--- config.mk ---
export PLATFORM = sky130hd
export DESIGN_NAME = apf_front
export DESIGN_NICKNAME = d
export VERILOG_FILES = /design/src/apf_pkg.sv /design/src/apf_front.sv
export SDC_FILE = /design/constraint.sdc
export NUM_CORES = 2
export LEC_CHECK = 0
export ABC_AREA = 1
export BUFFER_PORTS_ARGS = -buffer_cell sky130_fd_sc_hd__buf_2
export CAP_MARGIN = 25
export CORE_MARGIN = 3
export CORE_UTILIZATION = 44
export DETAILED_ROUTE_END_ITERATION = 12
export PLACE_DENSITY = 0.58
export REMOVE_ABC_BUFFERS = 1
export SYNTH_ARGS = -nofsm -noshare
export SYNTH_HDL_FRONTEND = slang
export SYNTH_SLANG_ARGS = --single-unit
--- constraint.sdc ---
create_clock -name clk -period 2.92 [get_ports clk]
set_input_delay 0.292 -clock clk [delete_from_list [all_inputs] [get_ports clk]]
set_output_delay 0.292 -clock clk [all_outputs]
set_load 0.02 [all_outputs]
--- src/apf_pkg.sv ---
`default_nettype none

package apf_pkg;

    typedef enum logic [1:0] {
        OP_MAP_WR  = 2'd0,
        OP_TILE_WR = 2'd1,
        OP_LINE    = 2'd2,
        OP_PIXEL   = 2'd3
    } opcode_t;

    localparam int unsigned CFG_INDEX_W = 3;

    typedef enum logic [CFG_INDEX_W-1:0] {
        CFG_MAP_BASE        = 3'd0,
        CFG_MAP_COLS_LOG2   = 3'd1,
        CFG_MAP_ROWS_LOG2   = 3'd2,
        CFG_OVERFLOW_ENABLE = 3'd3,
        CFG_OVERFLOW_ENTRY  = 3'd4,
        CFG_PALETTES        = 3'd5
    } cfg_index_t;

    // Map entry layout
    localparam int unsigned ENTRY_FLIP_V_BIT = 12;
    localparam int unsigned ENTRY_FLIP_H_BIT = 13;

    localparam int unsigned CMD_QUEUE_DEPTH    = 4;
    localparam int unsigned RESULT_QUEUE_DEPTH = 4;

    typedef struct packed {
        opcode_t            opcode;
        logic [15:0]        mem_addr;
        logic [15:0]        mem_data;
        logic signed [15:0] line_x;
        logic signed [15:0] line_parallax;
        logic signed [15:0] line_y;
        logic signed [15:0] step_x;
        logic signed [15:0] step_y;
        logic               eye_right;
        logic [8:0]         lead_skip;
    } item_t;

    typedef struct packed {
        logic [1:0] pixel_value;
        logic       opaque;
    } result_t;

    typedef struct packed {
        logic [3:0]  map_base;
        logic [1:0]  map_cols_log2;
        logic [1:0]  map_rows_log2;
        logic        overflow_enable;
        logic [10:0] overflow_entry;
        logic [31:0] palettes;
    } cfg_t;

    // Command passed from the front end to the memory pipeline
    typedef struct packed {
        opcode_t     op;
        logic [15:0] addr;
        logic [15:0] data;
        logic [2:0]  bpx;
        logic [2:0]  bpy;
    } cmd_t;

endpackage

`default_nettype wire

--- src/apf_front.sv ---
`default_nettype none

module apf_front #(
    parameter int unsigned MAP_ENTRIES = 65536
) (
    input  wire            clk,
    input  wire            rst_n,
    input  wire            push,
    input  apf_pkg::item_t item,
    output logic           full,
    input  apf_pkg::cfg_t  cfg,
    output logic           q_push,
    output apf_pkg::cmd_t  q_item,
    input  wire            q_full
);

    localparam int unsigned MAP_W = $clog2(MAP_ENTRIES);

    logic [31:0]        acc_x_reg;
    logic [31:0]        acc_y_reg;
    logic [31:0]        acc_x_next;
    logic [31:0]        acc_y_next;
    logic               accept;

    logic [13:0]        mx_s;
    logic [13:0]        my_s;
    logic               outside;
    logic [2:0]         mask_x;
    logic [2:0]         mask_y;
    logic [6:0]         map_idx;
    logic [18:0]        pos;
    logic [15:0]        pix_addr;

    logic [16:0]        k_par;
    logic [16:0]        k_sum;
    logic signed [17:0] k_s;
    logic signed [33:0] prod_x;
    logic signed [33:0] prod_y;

    assign accept = push && !q_full;
    assign full   = q_full;

    // Map lookup address from the current accumulators
    always_comb
    begin
        mx_s    = acc_x_reg[31:18];
        my_s    = acc_y_reg[31:18];
        outside = ((mx_s >> cfg.map_cols_log2) != '0) || ((my_s >> cfg.map_rows_log2) != '0);
        mask_x  = 3'((4'd1 << cfg.map_cols_log2) - 4'd1);
        mask_y  = 3'((4'd1 << cfg.map_rows_log2) - 4'd1);
        map_idx = {3'b000, cfg.map_base}
                + ({4'b0000, acc_y_reg[20:18] & mask_y} << cfg.map_cols_log2)
                + {4'b0000, acc_x_reg[20:18] & mask_x};
        pos     = {map_idx, acc_y_reg[17:12], acc_x_reg[17:12]};
        if (cfg.overflow_enable && outside)
        begin
            pix_addr = {5'b00000, cfg.overflow_entry};
        end
        else
        begin
            pix_addr = 16'(pos[MAP_W-1:0]);
        end
    end

    // Line seed: parallax counts only for the eye its sign selects
    always_comb
    begin
        k_par = '0;
        if (!item.line_parallax[15])
        begin
            if (item.eye_right)
            begin
                k_par = {1'b0, item.line_parallax};
            end
        end
        else if (!item.eye_right)
        begin
            k_par = 17'd0 - {1'b1, item.line_parallax};
        end
        k_sum  = k_par + {8'd0, item.lead_skip};
        k_s    = {1'b0, k_sum};
        prod_x = k_s * item.step_x;
        prod_y = k_s * item.step_y;
    end

    always_comb
    begin
        acc_x_next = acc_x_reg;
        acc_y_next = acc_y_reg;
        case (item.opcode)
            apf_pkg::OP_LINE:
            begin
                acc_x_next = {{10{item.line_x[15]}}, item.line_x, 6'b000000} + prod_x[31:0];
                acc_y_next = {{10{item.line_y[15]}}, item.line_y, 6'b000000} + prod_y[31:0];
            end
            apf_pkg::OP_PIXEL:
            begin
                acc_x_next = acc_x_reg + {{16{item.step_x[15]}}, item.step_x};
                acc_y_next = acc_y_reg + {{16{item.step_y[15]}}, item.step_y};
            end
            default:
            begin
                acc_x_next = acc_x_reg;
                acc_y_next = acc_y_reg;
            end
        endcase
    end

    always_ff @(posedge clk or negedge rst_n)
    begin
        if (!rst_n)
        begin
            acc_x_reg <= '0;
            acc_y_reg <= '0;
        end
        else if (accept)
        begin
            acc_x_reg <= acc_x_next;
            acc_y_reg <= acc_y_next;
        end
    end

    // Line starts end here; writes and pixels go on to the memories
    assign q_push      = accept && (item.opcode != apf_pkg::OP_LINE);
    assign q_item.op   = item.opcode;
    assign q_item.addr = (item.opcode == apf_pkg::OP_PIXEL) ? pix_addr : item.mem_addr;
    assign q_item.data = item.mem_data;
    assign q_item.bpx  = acc_x_reg[11:9];
    assign q_item.bpy  = acc_y_reg[11:9];

endmodule

`default_nettype wire

; Word level (Yosys, flattened, before mapping)
; Cells that the tools add are included.
[totals]
regBits = 64
latch_bits = 0
elab_cells = 40
out_inout_bits = 42
inputBits = 180
ram_bits = 0
memories = 0
mem_bits_ro = 0
[op_classes]
muxes = 7
div_mod_pow = 0
n_lt_le_gt_ge = 0
eq_ne = 3
add_sub_neg = 10
n_shift = 5
bitwise = 2
n_mul = 2
n_reduce_logical = 9
[op_table]
columns = op, count
row1 = $add A32 B32 Y32, 4
row2 = $pmux W32 S2, 2
row3 = $mul A18 B16 Y32, 2
row4 = $mux W17, 2
row5 = $mux W16, 2
row6 = $reduce_bool A14 Y1, 2
row7 = $shr A14 B2 Y14, 2
row8 = $add A17 B9 Y17, 1
row9 = $sub A1 B17 Y17 const A, 1
row10 = $mux W15, 1
row11 = $and A3 B3 Y3, 2
row12 = $shl A1 B2 Y3 const A, 2
row13 = $sub A3 B1 Y3 const B, 2
row14 = $add A4 B3 Y4, 1
row15 = $add A4 B4 Y4, 1
row16 = $eq A2 B2 Y1 const B, 2
row17 = $shl A3 B2 Y4, 1
row18 = $logic_and A1 B1 Y1, 3
row19 = $ne A2 B2 Y1 const B, 1
row20 = $reduce_and A2 Y1, 1
row21 = $reduce_bool A2 Y1, 1
row22 = $logic_not A1 Y1, 1
row23 = $logic_or A1 B1 Y1, 1

; Longest topological paths before layout
[logic_depth]
ltp_word = 8
mapped_depth = 48
mapped_depth_nobuf = 48

; Worst setup path before layout
; OpenSTA, ideal clock, no wires.
[synth_path]
path_kind = input to register
startpoint = input item[9] (netlist name)
endpoint = register acc_y_reg[17]
setup_ps = 117
stages = 43
setup_slack_ps = -4164
required_time_ps = 2803
arrival_ps = 6967
n_path_buf = 1
cell_sequence = nand2_1 -> inv_1 -> nor2_4 -> inv_1 -> nor2_1 -> ha_1 -> inv_1 -> fa_1 -> inv_1 -> nand3_1 -> nand2_1 -> nand2_1 -> nand2_1 -> a21oi_1 -> nor2_2 -> nand2_1 -> nand2_1 -> buf_2 -> [7 not listed] -> fa_1 -> inv_1 -> fa_1 -> inv_1 -> fa_1 -> inv_1 -> ha_1 -> nand2_1 -> nor2_1 -> nand2_1 -> nand3_1 -> nand2_1 -> nand2_1 -> nor2_1 -> o21ai_0 -> inv_1 -> nand2_1 -> nand2_1
[synth_between]
elab_chain_len = 6
word_cells_on_any_way = 7
cone_classes = add/sub: 2 / mul: 1 / mux: 4
[synth_lines]
columns = item, line
row1 = "start, declared", apf_front.sv:9  ; input apf_pkg::item_t item,
row2 = $mux W15 / $mux W17 (equally long branches), "apf_front.sv:71, apf_front.sv:76"
row3 = $mux W17 (*), apf_front.sv:69  ; if (!item.line_parallax[15])
row4 = $add A17 B9 Y17 (*), apf_front.sv:80  ; k_sum = k_par + {8'd0, item.lead_skip};
row5 = $mul A18 B16 Y32 (*), apf_front.sv:83  ; prod_y = k_s * item.step_y;
row6 = $add A32 B32 Y32 (*), apf_front.sv:94  ; acc_y_next = {{10{item.line_y[15]}}, item.line_y, 6'b000000} + prod_y[31:0];
row7 = $pmux W32 S2 (*), apf_front.sv:90  ; case (item.opcode)
row8 = "end signal, assigned", apf_front.sv:119  ; acc_y_reg <= acc_y_next;
row9 = "end, declared", apf_front.sv:20  ; logic [31:0] acc_y_reg;
; Every way passes the cells marked *; elsewhere a longest branch is shown, timed or not.
; A chain may end at the register's enable or synchronous reset.

; Final worst setup path
[layout_path]
startpoint = input item[61] (netlist name)
endpoint = register acc_x_reg[31]
[layout_between]
elab_chain_len = 7
word_cells_on_any_way = 8
cone_classes = add/sub: 3 / mul: 1 / mux: 4
[layout_lines]
columns = item, line
row1 = $sub A1 B17 Y17, apf_front.sv:78  ; k_par = 17'd0 - {1'b1, item.line_parallax};
row2 = $mux W17, apf_front.sv:76  ; else if (!item.eye_right)
row3 = $mux W17 (*), apf_front.sv:69
row4 = $add A17 B9 Y17 (*), apf_front.sv:80
row5 = $mul A18 B16 Y32 (*), apf_front.sv:82  ; prod_x = k_s * item.step_x;
row6 = $add A32 B32 Y32 (*), apf_front.sv:93  ; acc_x_next = {{10{item.line_x[15]}}, item.line_x, 6'b000000} + prod_x[31:0];
row7 = $pmux W32 S2 (*), apf_front.sv:90
row8 = "end signal, assigned", apf_front.sv:118  ; acc_x_reg <= acc_x_next;
row9 = "end, declared", apf_front.sv:19  ; logic [31:0] acc_x_reg;
; Marks and branches as above.

==> impl_results.md <==
* Routed vias/inst at 5.14
* Clock Sinks at 64
* Share of post-route cells with drive strength above 1 at 29.6%
* Most frequent cell after synthesis: nand2_1
* Post-synth EDFFs at 0
* Top cell type's share of synthesized area at 31.9%
* Fin. Hold Viols at 0
* Vias in the first global route at 31.0k
* Final nets at 6007
* Commonest cells post-synth: nand2_1, inv_1, fa_1
* Slowest cell on crit path: fa_2
* Pin count of the biggest net entering global routing at 67
* Final setup viols at 60
* TritonCTS clock tree: yes
* Clk pin slew, worst setup/hold paths at 80 ps
* DP Wirelength at 90100 um
* Yosys warnings at 0
* Critical path's largest stage delay at 580 ps
* Post-route minimum period at 7280 ps
* GR Layer Usage met2 at 53.4%
* Grt met1 use at 40.4%
* Vias post-DR at 30.5k
* Crit end category: flop
* Insertion delay of the later-clocked pin in the worst-skew pair at 380 ps
* Htree depth at 3
* Max-Cap Viols at 0
* Final period utilization at 249%
* Most used cell, CP: nand2_1
* Global Route met3 Usage at 4.12%
* Worst Path Max Fanout at 4
* Die height at 266 um
* PortBufs at 157
* Drc violations at 0
* Mean Syn Cell Area at 6.80 um2
* WL/cell at 18.6 um
* First-pass GRT wire length at 170000 um
* Yosys cell types at 49
* Worst path top cell family by delay: adder cells
* Worst EP arrival at 7530 ps
* Syn Std Cell Area at 0.0297 mm2
* Final ANT Viol Nets at 0
* RSZ-0062 raised after global routing: yes
* Yosys reg bits at 64
* DIE AREA at 0.0707 mm2
* Initial antenna violation count at 1
* Final worst slack at -4360 ps
* Final Slew Violations at 0
* Fill count at 6075
* Root Buffer: clkbuf_16
* Die Wd at 266 um
* Post-Layout Cell Count at 5937
* Status: finished, violations left
* Core footprint at 0.0663 mm2
* Initial Util at 44.8%
* Global route total overflow at 0
* Dpl cells at 5798
* Mapped Cells at 4366
* Area Overhead vs Synth at 35.4%
* Tot GR Track Use at 31.0%
* WS Path Type: in -> reg
* Slew @ Worst Pin at 988 ps
* Async set or reset register ratio after synthesis at 100%
* Register area share after synthesis at 5.39%
* Crit path buf inv count at 10
* Main synth FF type: dfrtp_1
* Final wirelength at 110000 um
* Area contributors post-synth: fa_1, nand2_1, inv_1, ha_1, nor2_1
* CP required at 3180 ps
* CTS buffer count at 9
* Rel. slew slack at 34.1%
* Drt pass-1 iters at 6
* Worst Hold Class: in -> async
* Ports at 222
* Global route hottest layer: met2
* Synth area leader: fa_1
* Fmax at 137 MHz
* Bufs on Longest Clock Path at 2
* Clk_skew at 19.6 ps
* Initial DRC Count at 2063
* Type of origin of the critical path: primary input
* Failing checks: setup timing
* Post-CTS Hold Fix Bufs at 0
* GP Congestion at 0.990
* Rows at 94
area by class of cell:
class | count | area, um2 | share of cell area (%)
clock buffer | 9 | 225 | 0.560
clock inverter | 7 | 120 | 0.299
sequential | 64 | 1600 | 3.98
timing repair buffer | 796 | 6550 | 16.3
tap | 864 | 1080 | 2.69
multi-input combinational | 3154 | 26700 | 66.3
antenna | 1 | 2.50 | 0.00622
inverter | 1042 | 3970 | 9.86
routing by layer:
| layer | wire length, um | part of all wire, % | vias up |
|---|---|---|---|
| met2 | 53500 | 48 | 1035 |
| met3 | 7010 | 6.3 | 239 |
| met5 | 0 | 0 | - |
| met4 | 4570 | 4.1 | 0 |
| met1 | 45400 | 41 | 14747 |
| li1 | - | - | 14473 |
worst register-to-register path: cells and delay by family (launching register included):
family | cells | cell delay (ps)
AND/OR/NAND/NOR | 10 | 1310
adder cells (fa/ha/maj) | 1 | 400
buffers and inverters | 2 | 270
flip-flops | 1 | 440
cells by family (layout without fill, tap and decap cells):
logic type               count (synthesis)  count (layout)  share of synthesized area [%]
XOR/XNOR                                28              28                          0.826
buffers and inverters                 1177            1854                           15.5
flip-flops                              64              64                           5.39
other                                    2              31                         0.0253
AO/OA/AOI/OAI                          346             346                           6.40
AND/OR/NAND/NOR                       1989            1990                           27.9
adder cells (fa/ha/maj)                760             760                           44.0
through the flow:
stage	TNS (ps)	hold WS, ps	cell area (um2)	util (%)	setup WS, ps
final	-217060	31.1	40200	60.7	-4360
after global routing	-231270	117	40200	60.7	-4630
after CTS	-206180	99.8	38100	57.4	-4120
after detailed placement	-255380	486	35200	53.1	-5000
after global placement	-257030	475	35200	53.1	-5070
after floorplan	-240920	-3.59	29100	-	-4460
path summary, 6_finish.rpt:
kind,start,endpoint,slack (ps),cells after the start
max,item[61],acc_x_reg[31],-4360,45
min,rst_n,acc_x_reg[10],30,1
max reg2reg,acc_x_reg[19],acc_x_reg[28],390,13
min reg2reg,acc_x_reg[7],acc_x_reg[7],490,1
max in group asynchronous,rst_n,acc_y_reg[24],2190,1
min in group clk,item[122],acc_x_reg[2],410,3
layout by cell type, fill, tap and decap left out, types with 36 or more instances in the layout:
cell     count
a21oi_1    120
buf_12      36
buf_2      148
buf_4      503
buf_6       95
dfrtp_1     64
fa_1       436
fa_2        37
ha_1       237
ha_4        46
inv_1      919
inv_2       99
nand2_1    955
nand2_2    107
nand2_4     56
nand3_1    204
nand3_2     54
nand4_1     50
nor2_1     341
nor2_2      62
nor2_4      67
o21ai_0     60
what timing repair did:
action,in CTS,in global routing
cloned,2,2
pin swaps,201,333
setup buffers,73,60
setup endpoints to repair,62,76
resized for setup,513,490
Power is left out: the tool's default activity adds up to more than one toggle a clock period on the data nets, which glitch-free logic cannot reach.
