### config.mk
export PLATFORM = sky130hd
export DESIGN_NAME = apf_fifo
export DESIGN_NICKNAME = d
export VERILOG_FILES = /design/src/apf_fifo.sv
export SDC_FILE = /design/constraint.sdc
export NUM_CORES = 1
export LEC_CHECK = 0
export BUFFER_PORTS_ARGS = -buffer_cell sky130_fd_sc_hd__buf_2
export CELL_PAD_IN_SITES_DETAIL_PLACEMENT = 0
export CELL_PAD_IN_SITES_GLOBAL_PLACEMENT = 2
export CORE_AREA = 4 4 48 50
export CTS_CLUSTER_DIAMETER = 200
export DETAILED_ROUTE_END_ITERATION = 10
export DIE_AREA = 0 0 52 54
export PLACE_DENSITY = 0.62
export SETUP_SLACK_MARGIN = 0.05
export SYNTH_ARGS = -nofsm -noshare
export SYNTH_HDL_FRONTEND = slang
export SYNTH_SLANG_ARGS = --single-unit
### constraint.sdc
create_clock -name clk -period 1.9 [get_ports clk]
set_input_delay 0.38 -clock clk [delete_from_list [all_inputs] [get_ports clk]]
set_output_delay 0.38 -clock clk [all_outputs]
set_load 0.02 [all_outputs]
### src/apf_fifo.sv
`default_nettype none

module apf_fifo #(
    parameter type         item_t = logic,
    parameter int unsigned DEPTH  = 4
) (
    input  wire   clk,
    input  wire   rst_n,
    input  wire   push,
    input  item_t push_item,
    output logic  full,
    input  wire   pop,
    output item_t pop_item,
    output logic  empty
);

    localparam int unsigned PTR_W = $clog2(DEPTH);
    localparam int unsigned CNT_W = $clog2(DEPTH + 1);

    item_t             slot_reg [DEPTH];
    logic [PTR_W-1:0]  wr_ptr_reg;
    logic [PTR_W-1:0]  rd_ptr_reg;
    logic [CNT_W-1:0]  count_reg;
    logic              do_push;
    logic              do_pop;

    assign full     = (count_reg == CNT_W'(DEPTH));
    assign empty    = (count_reg == '0);
    assign pop_item = slot_reg[rd_ptr_reg];
    assign do_pop   = pop && !empty;
    assign do_push  = push && (!full || do_pop);

    always_ff @(posedge clk)
    begin
        if (do_push)
        begin
            slot_reg[wr_ptr_reg] <= push_item;
        end
    end

    always_ff @(posedge clk or negedge rst_n)
    begin
        if (!rst_n)
        begin
            wr_ptr_reg <= '0;
            rd_ptr_reg <= '0;
            count_reg  <= '0;
        end
        else
        begin
            if (do_push)
            begin
                wr_ptr_reg <= wr_ptr_reg + 1'b1;
            end
            if (do_pop)
            begin
                rd_ptr_reg <= rd_ptr_reg + 1'b1;
            end
            if (do_push && !do_pop)
            begin
                count_reg <= count_reg + 1'b1;
            end
            else if (do_pop && !do_push)
            begin
                count_reg <= count_reg - 1'b1;
            end
        end
    end

endmodule

`default_nettype wire

# Yosys cells after proc, flatten, opt, wreduce, memory -nomap -nowiden
# Memories as Yosys holds them, arrays and structs flattened.
# Index checks and enable logic that the tools add are counted.
totals:
  rom_bits: 0
  inputBits: 5
  n_memories: 1
  mem_bits_rw: 4
  register_bits: 7
  out_inout_bits: 3
  latch_bits: 0
  elab_cells: 24
memory_table:
  columns: ["name", "depth", "word_bits", "rd", "rd_clocked_by_memory_dff", "wr", "line_no", "source"]
  rows:
  - ["slot_reg", 4, 1, 1, 0, 1, "20", "item_t slot_reg [DEPTH];"]
op_classes:
  n_shift: 0
  div_mod_pow: 0
  n_eq_ne: 1
  reduce_logical: 11
  addsub: 4
  bitwise_logic: 0
  order_cmp: 0
  muxes: 4
  mul: 0
op_table:
  columns: ["cell", "n"]
  rows:
  - ["2-to-1 mux 3 bit", 2]
  - ["adder 2 x 1 -> 2 bit (second input constant)", 2]
  - ["logical AND 1 bit", 4]
  - ["zero test 1 bit", 4]
  - ["adder 3 x 1 -> 3 bit (second input constant)", 1]
  - ["== test 3 bit (second input constant)", 1]
  - ["zero test 3 bit", 1]
  - ["subtractor 3 x 1 -> 3 bit (second input constant)", 1]
  - ["2-to-1 mux 1 bit", 2]
  - ["nonzero test 2 bit", 1]
  - ["logical OR 1 bit", 1]

# Longest topological paths before layout
# Gate-level depths: netlist of the first run.
depth:
  ltp_word: 9
  depth_mapped: 8
  mapped_depth_nobuf: 8

# Worst setup path after synthesis of the first run
# No wires, ideal clock.
synth_timing:
  kind: "register -> register"
  from: "register count_reg[0]"
  to: "register count_reg[2]"
  path_stages_with_launch: 9
  required_ns: 1.821
  arrival_time_ns: 2.222
  period_less_slack_ns: 2.301
  slack_ns: -0.401
  n_path_buf: 0
  setup_time_ns: 0.079
  cell_sequence: "dfrtp_1 > nor3_1 > nand2b_1 > ha_1 > inv_1 > fa_1 > xor2_1 > nor2_1 > xor2_1"
synth_between:
  elab_chain_cells: 8
  word_cells_on_any_way: 16
  classes_between: "add/sub: 2; eq/ne: 1; mux: 2; reduce/logical: 11"
synth_lines:
  columns: ["element", "line_no", "source"]
  rows:
  - ["start, declared", "23", "logic [CNT_W-1:0] count_reg;"]
  - ["start signal, assigned", "61", "count_reg <= count_reg + 1'b1;"]
  - ["start signal, assigned", "65", "count_reg <= count_reg - 1'b1;"]
  - ["zero test 3 bit *", "28", "assign empty = (count_reg == '0);"]
  - ["net empty", "14", "output logic empty"]
  - ["zero test 1 bit *", "30", "assign do_pop = pop && !empty;"]
  - ["logical AND 1 bit *", "30", null]
  - ["logical OR 1 bit", "31", "assign do_push = push && (!full || do_pop);"]
  - ["logical AND 1 bit", "31", null]
  - ["zero test 1 bit", "63", "else if (do_pop && !do_push)"]
  - ["logical AND 1 bit", "63", null]
  - ["nonzero test 2 bit (no line)", null, null]
# The timed path passes the listed nets; every way through them passes the cells marked *. The select of a mux whose other input is x is not followed.
# A chain may end at the register's enable or synchronous reset.

# Worst setup path in the final report of the first run
layout_timing:
  from: "register count_reg[1]"
  to: "register count_reg[1]"
layout_between:
  elab_chain_cells: 8
  word_cells_on_any_way: 16
  classes_between: "add/sub: 2; eq/ne: 1; mux: 2; reduce/logical: 11"
layout_lines:
  columns: ["element", "line_no", "source"]
  rows:
  - ["zero test 3 bit", "28", null]
  - ["zero test 1 bit", "30", null]
  - ["logical AND 1 bit", "30", null]
  - ["logical OR 1 bit *", "31", null]
  - ["logical AND 1 bit *", "31", null]
  - ["net do_push", "24", "logic do_push;"]
  - ["zero test 1 bit", "63", null]
  - ["logical AND 1 bit", "63", null]
  - ["nonzero test 2 bit (no line)", null, null]
# Marks and branches as above.

==> results.md, run 1 <==
- The flow ran to the end, and the final reports show no timing, DRC or antenna violations.
- The area inside the core boundary is 1900 µm².
- The number of flip-flops under the largest register name is 4.
- The maximum single-stage delay on the critical path is 0.44 ns.
- Across all hold checks on the routed design, the worst slack comes to 0.340 ns.
- The yosys synthesis warning count is 0.
- The number of rows created at floorplan is 16.
- The critical path goes through nor3b_4, a21boi_4, ha_4, inv_2, fa_2, mux2_4.
- At the end of routability-driven placement, the weighted congestion stood at 0.700.
- The leakage power of the design is 0.342 nW.
- The count of nets left with antenna violations once routing finished came out at 0.
- VDD sags by at most 0.000785 V.
- The number of antenna violations at the first check in global routing came to 0.
- The number of failing hold endpoints at the final stage is 0.
- The number of slew-limit violations in the final report is 0.
- After the last flow step, the layout net total stands at 70.
- The number of setup violations in the final report is 0.
- The slowest stage of the critical path is the dfrtp_2 cell.
- The number of violations of the max-capacitance limit is 0.
- The critical path data required time is 2.05 ns.
- The critical path start-end classification is reg2reg.
- The global-route wire length before repair is 1610 µm.
- The post-detailed-route via-to-cell ratio is 4.02.
- The element type at the critical path end is a flop.
- The final global-route overflow total is 0.
- At the later pin of the worst-skew pair, clock insertion delay measures 0.26 ns.
- The number of antenna diodes is 0.
- The number of fill cells in the layout is 187.
- Global routing used 8.17% of the available tracks.
- CTS saw 11 sinks.
- The number of nets in the synthesized netlist is 51.
- The worst setup slack after placement is 0.0478 ns.
- The nature of the critical path startpoint is a flop.
- In this run the number of H-tree levels came out at 1.
- The sequential-to-total area share from yosys stat is 50.5%.
- The share of the clock period used by the worst path after layout is 94.8%.
- Yosys mapped the design onto 17 distinct sky130hd cell types.
- The clock buffer count from CTS is 3.
- The post-detailed-placement half-perimeter wirelength is 744 µm.
- In this run the tightest slew margin relative to its limit is 86.8%.
- The number of global-route vias before repair was 380.
- The clock passes through at most 2 buffers.
- The clock-pin slew on the worst setup and hold paths is 0.07 ns.
- The first detailed-routing pass took 4 iterations.
- The via count of the routed design is 342.
- The height of the die is 54 µm.
- The post-route minimum period is 1.80 ns.
- In the routed design, unresolved DRC markers number 0.
- The sum of buffers and inverters on the critical path is 1.
- Entering global routing, the biggest net connects 8 pins.
- The number of top-level pins is 8.
- The floorplan die area is 2810 µm².
- Setup repair after global routing could not meet its margin everywhere.
- The classification of the worst-slack hold path is in2reg.
- In this run the power density over the cells is 1520 nW/µm².
- The cell at the root of the clock tree is clkbuf_4.
- Once layout is complete, the utilization of the core stands at 40.8%.
- The wire length after detailed routing is 959 µm.
- The starting utilization of the core area is 30.7%.
- The setup clock skew after layout is 0.00201 ns.
- Summing internal, switching and leakage power gives 1.18 mW.
- TritonCTS built the clock tree.
- The area growth from synthesis to layout is 32.8%.
- The die is 52 µm wide.
- The final worst setup slack is 0.0979 ns.
- For the worst setup path, the data arrival time is 1.95 ns.
- Of the cells placed in the final design, the portion with a size suffix greater than 1 is 56.9%.
- The family with the most delay on the worst path is adder cells.
- Of all nets on the critical path, the largest fanout is 3.
- The synthesized netlist cell count is 40.
- In the final routed layout, each cell accounts on average for 11.3 µm.
- The timing-limited maximum frequency is 555 MHz.
- After the first detailed-routing iteration, the DRC count stood at 3.
- For the pin with the worst max-slew slack, the measured transition is 0.198 ns.
- The average footprint of a synthesized cell is 14.6 µm².
- The synthesized netlist occupies a cell area of 584 µm².
- The quantity of I/O buffers inserted on ports is 7.
- The number of flip-flops and latches in the synthesized netlist is 11.
[logic make-up (layout without fill, tap and decap cells)]
logic type,Yosys count,in the layout,share of synthesized area [%]
flops,11,11,50.5
fa+ha+maj,6,6,14.1
mux,3,3,8.35
compound gates,1,1,3.21
buf+inv,4,22,2.57
xor+xnor,6,6,8.99
simple gates,9,9,12.2
[worst register-to-register path: stages (launching register included)]
cell	delay [ns]
dfrtp_2	0.44
nor3b_4	0.25
a21boi_4	0.09
ha_4	0.17
inv_2	0.05
fa_2	0.41
mux2_4	0.28
[placed cells by master, fill, tap and decap left out]
cell,instances
mux4_2,1
edfxtp_1,4
a21boi_4,1
dfrtp_1,4
ha_1,4
clkbuf_4,3
nand3b_1,1
dfrtp_2,3
buf_4,6
ha_4,1
mux2_4,2
inv_2,1
nand2b_4,1
and2_2,4
nor3b_4,1
nor3_4,1
dlygate4sd3_1,1
buf_2,7
nor2_1,1
clkbuf_1,1
fa_2,1
xnor2_1,4
inv_1,3
xor2_1,2
[metal layers]
layer / routed length (µm) / vias up / global-route usage (%)
li1: - / 168 / -
met1: 400 / 168 / 8.02
met2: 530 / 6 / 14.9
met3: 28 / 0 / 4.16
met4: 0 / 0 / 2.62
met5: 0 / - / 0
[area by class of cell]
| type | instances | area [µm²] | share of cell area (%) |
|---|---|---|---|
| Inverter | 4 | 15.0 | 1.94 |
| Multi-Input combinational cell | 25 | 312 | 40.2 |
| Timing Repair Buffer | 14 | 90.1 | 11.6 |
| Clock buffer | 4 | 26.3 | 3.39 |
| Sequential cell | 11 | 299 | 38.5 |
| Tap cell | 27 | 33.8 | 4.35 |
[power by group]
group | internal, mW | switching [mW]
clock network | 0.0811 | 0.0739
registers | 0.354 | 0.107
logic | 0.332 | 0.234
total | 0.768 | 0.415
[final timing paths]
kind,startpoint,to,slack [ns],cells past startpoint
max in group asynchronous,rst_n,count_reg[1]$_DFFE_PN0P_,1.23,2
worst max register to register,count_reg[1]$_DFFE_PN0P_,count_reg[1]$_DFFE_PN0P_,0.1,6
worst min register to register,rd_ptr_reg[1]$_DFFE_PN0P_,rd_ptr_reg[1]$_DFFE_PN0P_,0.50,1
worst max-delay path,count_reg[1]$_DFFE_PN0P_,count_reg[1]$_DFFE_PN0P_,0.1,6
min in group asynchronous,rst_n,wr_ptr_reg[0]$_DFFE_PN0P_,0.50,2
worst min-delay path,push_item,slot_reg[1]$_DFFE_PP_,0.34,1
[cells in the mapped netlist]
master | number | share of area, %
dfrtp_1 | 7 | 30
ha_1 | 5 | 11
and2_2 | 4 | 5.1
edfxtp_1 | 4 | 21
inv_1 | 4 | 2.6
xnor2_1 | 4 | 6.0
xor2_1 | 2 | 3.0
a21boi_4 | 1 | 3.2
fa_1 | 1 | 3.4
mux2_2 | 1 | 1.9
mux2_4 | 1 | 2.6
mux4_2 | 1 | 3.9
nand2b_1 | 1 | 1.1
nand3b_1 | 1 | 1.3
nor2_1 | 1 | 0.64
nor3_1 | 1 | 0.86
nor3b_4 | 1 | 3.2
[timing repair]
item,CTS,global route
hold buffers,1,0
pin swaps,0,4
gates resized for setup,0,2
endpoints found under the setup margin,1,2
hold endpoints to repair,7,0
setup buffers,1,4
gates cloned,0,0
[through the flow]
stage / instance area, µm² / TNS (ns) / cells
after floorplan: 621 / -0.0837 / 40
after global placement: 697 / 0 / 75
after CTS: 741 / 0 / 81
after global routing: 776 / -0.00934 / 85
after detailed placement: 697 / 0 / 75
final: 776 / 0 / 85
Note: power is estimated with default switching activity, not from simulation.
==> inputs of run 2 (changes only) <==
--- a/config.mk
+++ b/config.mk
@@ -8,11 +8,12 @@
 export BUFFER_PORTS_ARGS = -buffer_cell sky130_fd_sc_hd__buf_2
 export CELL_PAD_IN_SITES_DETAIL_PLACEMENT = 0
 export CELL_PAD_IN_SITES_GLOBAL_PLACEMENT = 2
-export CORE_AREA = 4 4 48 50
-export CTS_CLUSTER_DIAMETER = 200
+export CORE_AREA = 4 4 46 48
+export CTS_BUF_LIST = sky130_fd_sc_hd__clkbuf_2 sky130_fd_sc_hd__clkbuf_4 sky130_fd_sc_hd__clkbuf_8
+export CTS_CLUSTER_DIAMETER = 120
 export DETAILED_ROUTE_END_ITERATION = 10
-export DIE_AREA = 0 0 52 54
-export PLACE_DENSITY = 0.62
+export DIE_AREA = 0 0 50 52
+export PLACE_DENSITY = 0.67
 export SETUP_SLACK_MARGIN = 0.05
 export SYNTH_ARGS = -nofsm -noshare
 export SYNTH_HDL_FRONTEND = slang
==> results.md, run 2 (synthesis gave the netlist of run 1 again) <==
- The worst setup path is of the reg2reg kind.
- The top cell types in the final layout, fill and taps aside, are 8 x buf_4, 7 x buf_2, 5 x dfrtp_1.
- No sink is reached through more buffers than the 2 on the longest clock path.
- The number of top-level pins is 8.
- For the worst setup path, the data arrival time is 1.97 ns.
- Following the worst setup path forward leads to its endpoint at count_reg[1]$_DFFE_PN0P_.
- The setup TNS after final layout is 0 ns.
- The worst supply voltage drop on vdd is 0.000671 V.
- Once detail routing completed, the nets flagged for antenna violations numbered 0.
- Counting the buffers created by CTS gives 3.
- The startpoint identified for the worst register-to-register timing path is count_reg[0]$_DFFE_PN0P_.
- For this design, the slowest cell found on the critical path is dfrtp_2.
- After detailed routing, the number of remaining DRC violations is 0.
- The classification of the worst-slack hold path is in2reg.
- The share of the clock period used by the worst path after layout is 95.9%.
- In the final routed layout, each cell accounts on average for 12.4 µm.
- From synthesis to final layout, the design area changed by 34.3%.
- After detailed routing, the number of vias per cell comes to 4.14.
- For this run, the post-layout net count is 72.
- The destination of the worst register-to-register timing path is count_reg[1]$_DFFE_PN0P_.
- The register with the most flip-flops in the layout has 4 of them.
- The final design instance area without fill is 785 µm².
- The number of failing hold endpoints at the final stage is 0.
- After detailed placement, the design holds a cell count of 73.
- The quantity of I/O buffers inserted on ports is 7.
- In this run the register-to-register setup slack is 0.08 ns.
- The die covers 2600 µm².
- The number of global-route vias before repair is 428.
- The number of antenna violations at the first check in global routing is 0.
- The clock tree from TritonCTS is yes.
- The most common library cell in the layout ignoring fill and taps is buf_4.
- Setup violations remaining at the end of the flow were counted as 0.
- The weighted congestion reported at the end of routability-driven placement is 0.659.
- The number of rows created at floorplan is 15.
- The flow ran to the end, and the final reports show no timing, DRC or antenna violations.
- Summed over all nets, the half-perimeter wirelength after detailed placement is 822 µm.
- The timing startpoint of the critical path is count_reg[0]$_DFFE_PN0P_.
- Detailed routing inserted a total of 352 vias.
- For this block, the initial DRC count from the detailed router was 1.
- Setup repair after global routing could not meet its margin everywhere.
- The headroom to the max-slew limit is 84.8%.
- The number of slew-limit violations in the final report is 0.
- The total number of H-tree levels is 1.
- After filler insertion, the fill cell instance count of the layout stands at 172.
- The critical path goes through nor3b_4, a21boi_4, ha_4, inv_2, fa_2, mux2_2.
- Of the cells placed in the final design, the portion with a size suffix greater than 1 is 58.3%.
- In this run the standard cell core region covers 1710 µm².
- The leakage power of the design is 0.351 nW.
- The path depth of the worst reg2reg path is 6.
- The first global-routing pass estimated 1930 µm of wire.
- In the global route stage, overall resource usage came out at 10.5%.
- The number of iterations in the first detailed-routing pass is 3.
- Of all nets on the critical path, the largest fanout is 3.
- Across all hold checks on the routed design, the worst slack comes to 0.324 ns.
- Cells fill 45.9% of the core in the end.
- For this run, the slowest stage of the critical path takes 0.44 ns.
- Between clock sinks in the finished design, the worst skew comes to 0.00731 ns.
- Leaving out filler cells and counting taps, the final layout contains 85.
- Global routing finished with a remaining overflow of 0.
- STA classifies the critical path startpoint as a flop.
- Once the floorplan was initialized, standard cells occupied 34.2% of the core.
- After layout, the design draws a total of 1.19 mW.
- The post-route minimum period is 1.82 ns.
- The height of the die is 52 µm.
- Clock-pin slew was measured on the worst setup and hold paths at 0.08 ns.
- For the worst-skew pair, the clock arrives at the later sink with an insertion delay of 0.27 ns.
- Once the clock tree was built, the resizer swapped 0 gates to a different size.
- The wire length after detailed routing is 1060 µm.
- The final worst setup slack is 0.0773 ns.
- The number of sinks on the clock net is 11.
- The ratio of total power to cell area is 1510 nW/µm².
- At the worst endpoint, the required time is 2.05 ns.
- The largest net degree at the start of global routing is 8.
- The area after detailed placement is 694 µm².
- Before CTS, the worst setup slack after placement is 0.0415 ns.
- The repair_antennas step left the layout with diodes totalling 0.
- The number of violations of the max-capacitance limit is 0.
- In this run the horizontal extent of the chip is 50 µm.
- STA classifies the critical path endpoint as a flop.
- At the pin with the least slew margin, the transition time is 0.227 ns.
- The cell at the root of the clock tree is clkbuf_4.
- The timing-limited maximum frequency is 549 MHz.
==> run 2: cell type report <==
type                    instances  area, µm²  share of cell area (%)
multi-input cells              25        308                    39.2
clock buffers                   3       22.5                    2.87
inverters                       4       15.0                    1.91
repair buffers                 16        105                    13.4
well taps                      25       31.3                    3.99
flip-flops and latches         11        298                    38.0
clock inverters                 1       5.00                   0.638
==> run 2: worst min-delay path by stage <==
| stage | start | cells past startpoint | slack, ns | to |
|---|---|---|---|---|
| after floorplan | rst_n | 0 | 0.08 | count_reg[0]$_DFFE_PN0P_ |
| after global placement | rst_n | 1 | 0.22 | wr_ptr_reg[0]$_DFFE_PN0P_ |
| after detailed placement | rst_n | 1 | 0.23 | rd_ptr_reg[1]$_DFFE_PN0P_ |
| after CTS | push_item | 1 | 0.32 | slot_reg[1]$_DFFE_PP_ |
| after global routing | push_item | 1 | 0.31 | slot_reg[1]$_DFFE_PP_ |
| final | push_item | 1 | 0.32 | slot_reg[1]$_DFFE_PP_ |
==> run 2: repair_timing <==
item / in CTS / in global routing
hold endpoints to repair: 7 / 0
hold buffers: 1 / 0
pin swaps: 1 / 5
endpoints found under the setup margin: 2 / 2
buffers inserted: 5 / 2
==> run 2: metal layers <==
metal / up-vias / global-route usage, % / part of all wire, % / wire (µm)
li1: 170 / - / - / -
met5: - / 0 / 0 / 0
met1: 175 / 9.21 / 34 / 359
met3: 0 / 6.30 / 6.3 / 67
met2: 7 / 20.7 / 60 / 632
met4: 0 / 1.38 / 0 / 0
==> run 2: power breakdown <==
group          switching [mW]  total, mW  internal [mW]
Combinational           0.241      0.573          0.333
Sequential              0.103      0.455          0.352
Clock                  0.0804      0.158         0.0778
Total                   0.424       1.19          0.762
==> run 2: critical path: cells and delay by family, from the launching register on <==
| kind | cells | cell delay (ns) |
|---|---|---|
| AOI/OAI and AO/OA | 1 | 0.10 |
| and+or+nand+nor | 1 | 0.27 |
| DFF | 1 | 0.44 |
| muxes | 1 | 0.27 |
| buffers and inverters | 1 | 0.05 |
| adders and majority gates | 2 | 0.58 |
==> inputs of run 3 (changes only) <==
--- a/config.mk
+++ b/config.mk
@@ -8,12 +8,12 @@
 export BUFFER_PORTS_ARGS = -buffer_cell sky130_fd_sc_hd__buf_2
 export CELL_PAD_IN_SITES_DETAIL_PLACEMENT = 0
 export CELL_PAD_IN_SITES_GLOBAL_PLACEMENT = 2
-export CORE_AREA = 4 4 46 48
+export CORE_AREA = 4 4 51 44
 export CTS_BUF_LIST = sky130_fd_sc_hd__clkbuf_2 sky130_fd_sc_hd__clkbuf_4 sky130_fd_sc_hd__clkbuf_8
 export CTS_CLUSTER_DIAMETER = 120
 export DETAILED_ROUTE_END_ITERATION = 10
-export DIE_AREA = 0 0 50 52
-export PLACE_DENSITY = 0.67
+export DIE_AREA = 0 0 55 48
+export PLACE_DENSITY = 0.66
 export SETUP_SLACK_MARGIN = 0.05
 export SYNTH_ARGS = -nofsm -noshare
 export SYNTH_HDL_FRONTEND = slang
==> results.md, run 3 (synthesis gave the netlist of run 1 again) <==
- In this run, the number of DRC markers left after iteration 0 of detailed routing was 2.
- The final global-route overflow total is 0.
- The post-detailed-route via-to-cell ratio is 4.10.
- The number of sinks on the clock net is 11.
- The floorplan step set the die height to 48 µm.
- The first global-routing pass estimated 1390 µm of wire.
- The multi-input combinational cells in the finished layout cover a total of 308 µm².
- The number of setup violations in the final report is 0.
- In the final routed layout, each cell accounts on average for 10.8 µm.
- After clock tree synthesis, the clock-pin slew on the worst setup and hold paths is 0.06 ns.
- For the pin with the worst max-slew slack, the measured transition is 0.207 ns.
- At the later pin of the worst-skew pair, clock insertion delay measures 0.26 ns.
- The worst supply voltage drop on vdd is 0.000478 V.
- The total number of H-tree levels is 1.
- During placement, the flow inserted port buffers numbering 7.
- The number of rows created at floorplan is 14.
- The worst setup path is of the reg2reg kind.
- The post-route minimum period is 1.82 ns.
- The weighted congestion reported at the end of routability-driven placement is 0.681.
- The path depth of the worst reg2reg path is 6.
- The fraction of power spent switching nets is 34.7%.
- The net switching component of the power is 400 µW.
- The startpoint identified for the worst register-to-register timing path is count_reg[1]$_DFFE_PN0P_.
- The finished cells cover 763 µm².
- The area taken by flip-flops and latches is 298 µm².
- Setup repair after global routing could not meet its margin everywhere.
- Once detailed placement completed, the half-perimeter wirelength came to 729 µm.
- Global routing consumed, over all layers together, 8.42% of the routing resources.
- STA classifies the critical path endpoint as a flop.
- The fraction of layout cells with a size suffix above 1 is 56.1%.
- The largest net degree at the start of global routing is 8.
- The area growth from synthesis to layout is 30.6%.
- The signal arrival time at the worst endpoint is 1.97 ns.
- The floorplan step set the die width to 55 µm.
- The destination of the worst register-to-register timing path is count_reg[1]$_DFFE_PN0P_.
- The overall power is 1.15 mW.
- The number of global-route vias before repair is 330.
- The worst-path maximum fanout is 3.
- The clock network accounts for 14.4% of the total power.
- The critical path goes through nor3b_4, a21boi_4, ha_4, inv_2, fa_2, mux2_2.
- The cell with the biggest individual delay on the critical path is dfrtp_2.
- The ratio of total power to cell area is 1510 nW/µm².
- STA classifies the critical path startpoint as a flop.
- The worst path uses 95.7% of the clock period.
- The leakage power of the design is 0.337 nW.
- The final net count is 69.
- The starting utilization of the core area is 33.0%.
- The number of slew-limit violations in the final report came to 0.
- The number of buffers on the longest clock path is 2.
- Measured against its own limit, the worst slew margin works out to 86.2%.
- Along the worst hold path, the cell count comes to 1.
- The share of the core filled with cells in the final layout is 43.1%.
- The path with the worst hold slack has its endpoint at slot_reg[0]$_DFFE_PP_.
- Per report_power, the combinational group accounts for 45.9% of the total.
- The cell at the root of the clock tree is clkbuf_4.
- The classification of the worst-slack hold path is in2reg.
- The placed instances occupy a cell area of 693 µm².
- The number of cells in the design after placement is 72.
- The clock arrives with 0.00264 ns of skew.
- The number of antenna diodes is 0.
- The number of fill cells in the layout is 170.
- For the worst setup path, the data required time is 2.05 ns.
- The number of flip-flops under the largest register name is 4.
- The sum of buffers and inverters on the critical path is 1.
- After detailed routing, the number of remaining DRC violations is 0.
- Max-cap violations in this run came to 0.
- The setup TNS after final layout is 0 ns.
- Broken down by cell family, the worst path's largest delay share belongs to adder cells.
- The area inside the core boundary is 1770 µm².
- The fraction of power consumed by sequential logic is 39.7%.
- The run finished with clean final reports.
- The worst hold path startpoint is push_item.
- The internal portion of the total power is 753 µW.
- The wire length after detailed routing is 876 µm.
- The maximum single-stage delay on the critical path is 0.45 ns.
- The number of antenna-violating nets in the routed design is 0.
- The floorplan die area is 2640 µm².
- The number of top-level pins is 8.
- The number of iterations in the first detailed-routing pass is 3.
- Leaving out filler cells and counting taps, the final layout contains 81.
- In the layout the commonest cells are 7 x buf_2, 5 x dfrtp_1, 5 x buf_4.
- The number of failing hold endpoints at the final stage is 0.
- The worst setup slack for register-to-register paths is 0.08 ns.
- The number of antenna violations at the first check in global routing is 0.
- After clock tree synthesis, the repair step resized 0 gates.
- The clock tree from TritonCTS is yes.
- Derived from the worst setup path, the maximum achievable clock frequency is 550 MHz.
- Leaving out fill and tap cells, the most frequent cell in the layout is buf_2.
- The detailed router placed 332 vias in this run.
- Counting the buffers created by CTS gives 3.
[run 3: cell count changes in the layout (fill, tap and decap cells not counted), sizes merged]
cell    change
buf         -3
clkbuf      +1
clkinv      -1
[run 3: through the flow]
step                      setup WS [ns]  hold slack [ns]
after floorplan                 -0.0600           0.0844
after global placement            0.101            0.223
after detailed placement         0.0436            0.224
after CTS                        0.0532            0.323
after global routing             0.0235            0.311
final                            0.0816            0.337
[run 3: area by class of cell]
| class | count | share of cell area (%) |
|---|---|---|
| clock buffer | 4 | 3.93 |
| inverter | 4 | 1.97 |
| multi-input combinational | 25 | 40.3 |
| sequential | 11 | 39.0 |
| tap | 24 | 3.93 |
| timing repair buffer | 13 | 10.8 |
[run 3: worst max path at each step]
stage / from / to / slack, ns / cells after the start
global placement: count_reg[1]$_DFFE_PN0P_ / count_reg[2]$_DFFE_PN0P_ / 0.10 / 8
CTS: count_reg[0]$_DFFE_PN0P_ / count_reg[1]$_DFFE_PN0P_ / 0.05 / 6
global route: count_reg[0]$_DFFE_PN0P_ / count_reg[2]$_DFFE_PN0P_ / 0.02 / 8
finish: count_reg[1]$_DFFE_PN0P_ / count_reg[1]$_DFFE_PN0P_ / 0.08 / 6
floorplan: count_reg[1]$_DFFE_PN0P_ / count_reg[1]$_DFFE_PN0P_ / -0.06 / 6
detailed placement: count_reg[1]$_DFFE_PN0P_ / count_reg[2]$_DFFE_PN0P_ / 0.04 / 8
[run 3: layer usage]
metal | track usage [%] | up-vias | routed length [µm] | part of all wire, %
li1 | - | 167 | - | -
met1 | 7.85 | 156 | 357 | 41
met2 | 13.4 | 7 | 433 | 49
met3 | 5.61 | 2 | 77 | 8.8
met4 | 5.83 | 0 | 8 | 0.91
met5 | 0 | - | 0 | 0
[run 3: power by group through the flow]
stage          Combinational (mW)  Clock (mW)  Sequential [mW]
2_1_floorplan               0.377           0            0.457
3_3_place_gp                0.454           0            0.470
3_5_place_dp                0.474           0            0.483
4_1_cts                     0.503       0.175            0.472
5_1_grt                     0.590       0.189            0.477
6_report                    0.530       0.166            0.457
[run 3: what timing repair did]
item,in CTS,in global routing
hold buffers,1,0
pin swaps,0,3
endpoints found under the setup margin,2,2
hold endpoints to repair,7,0
setup buffers,1,3
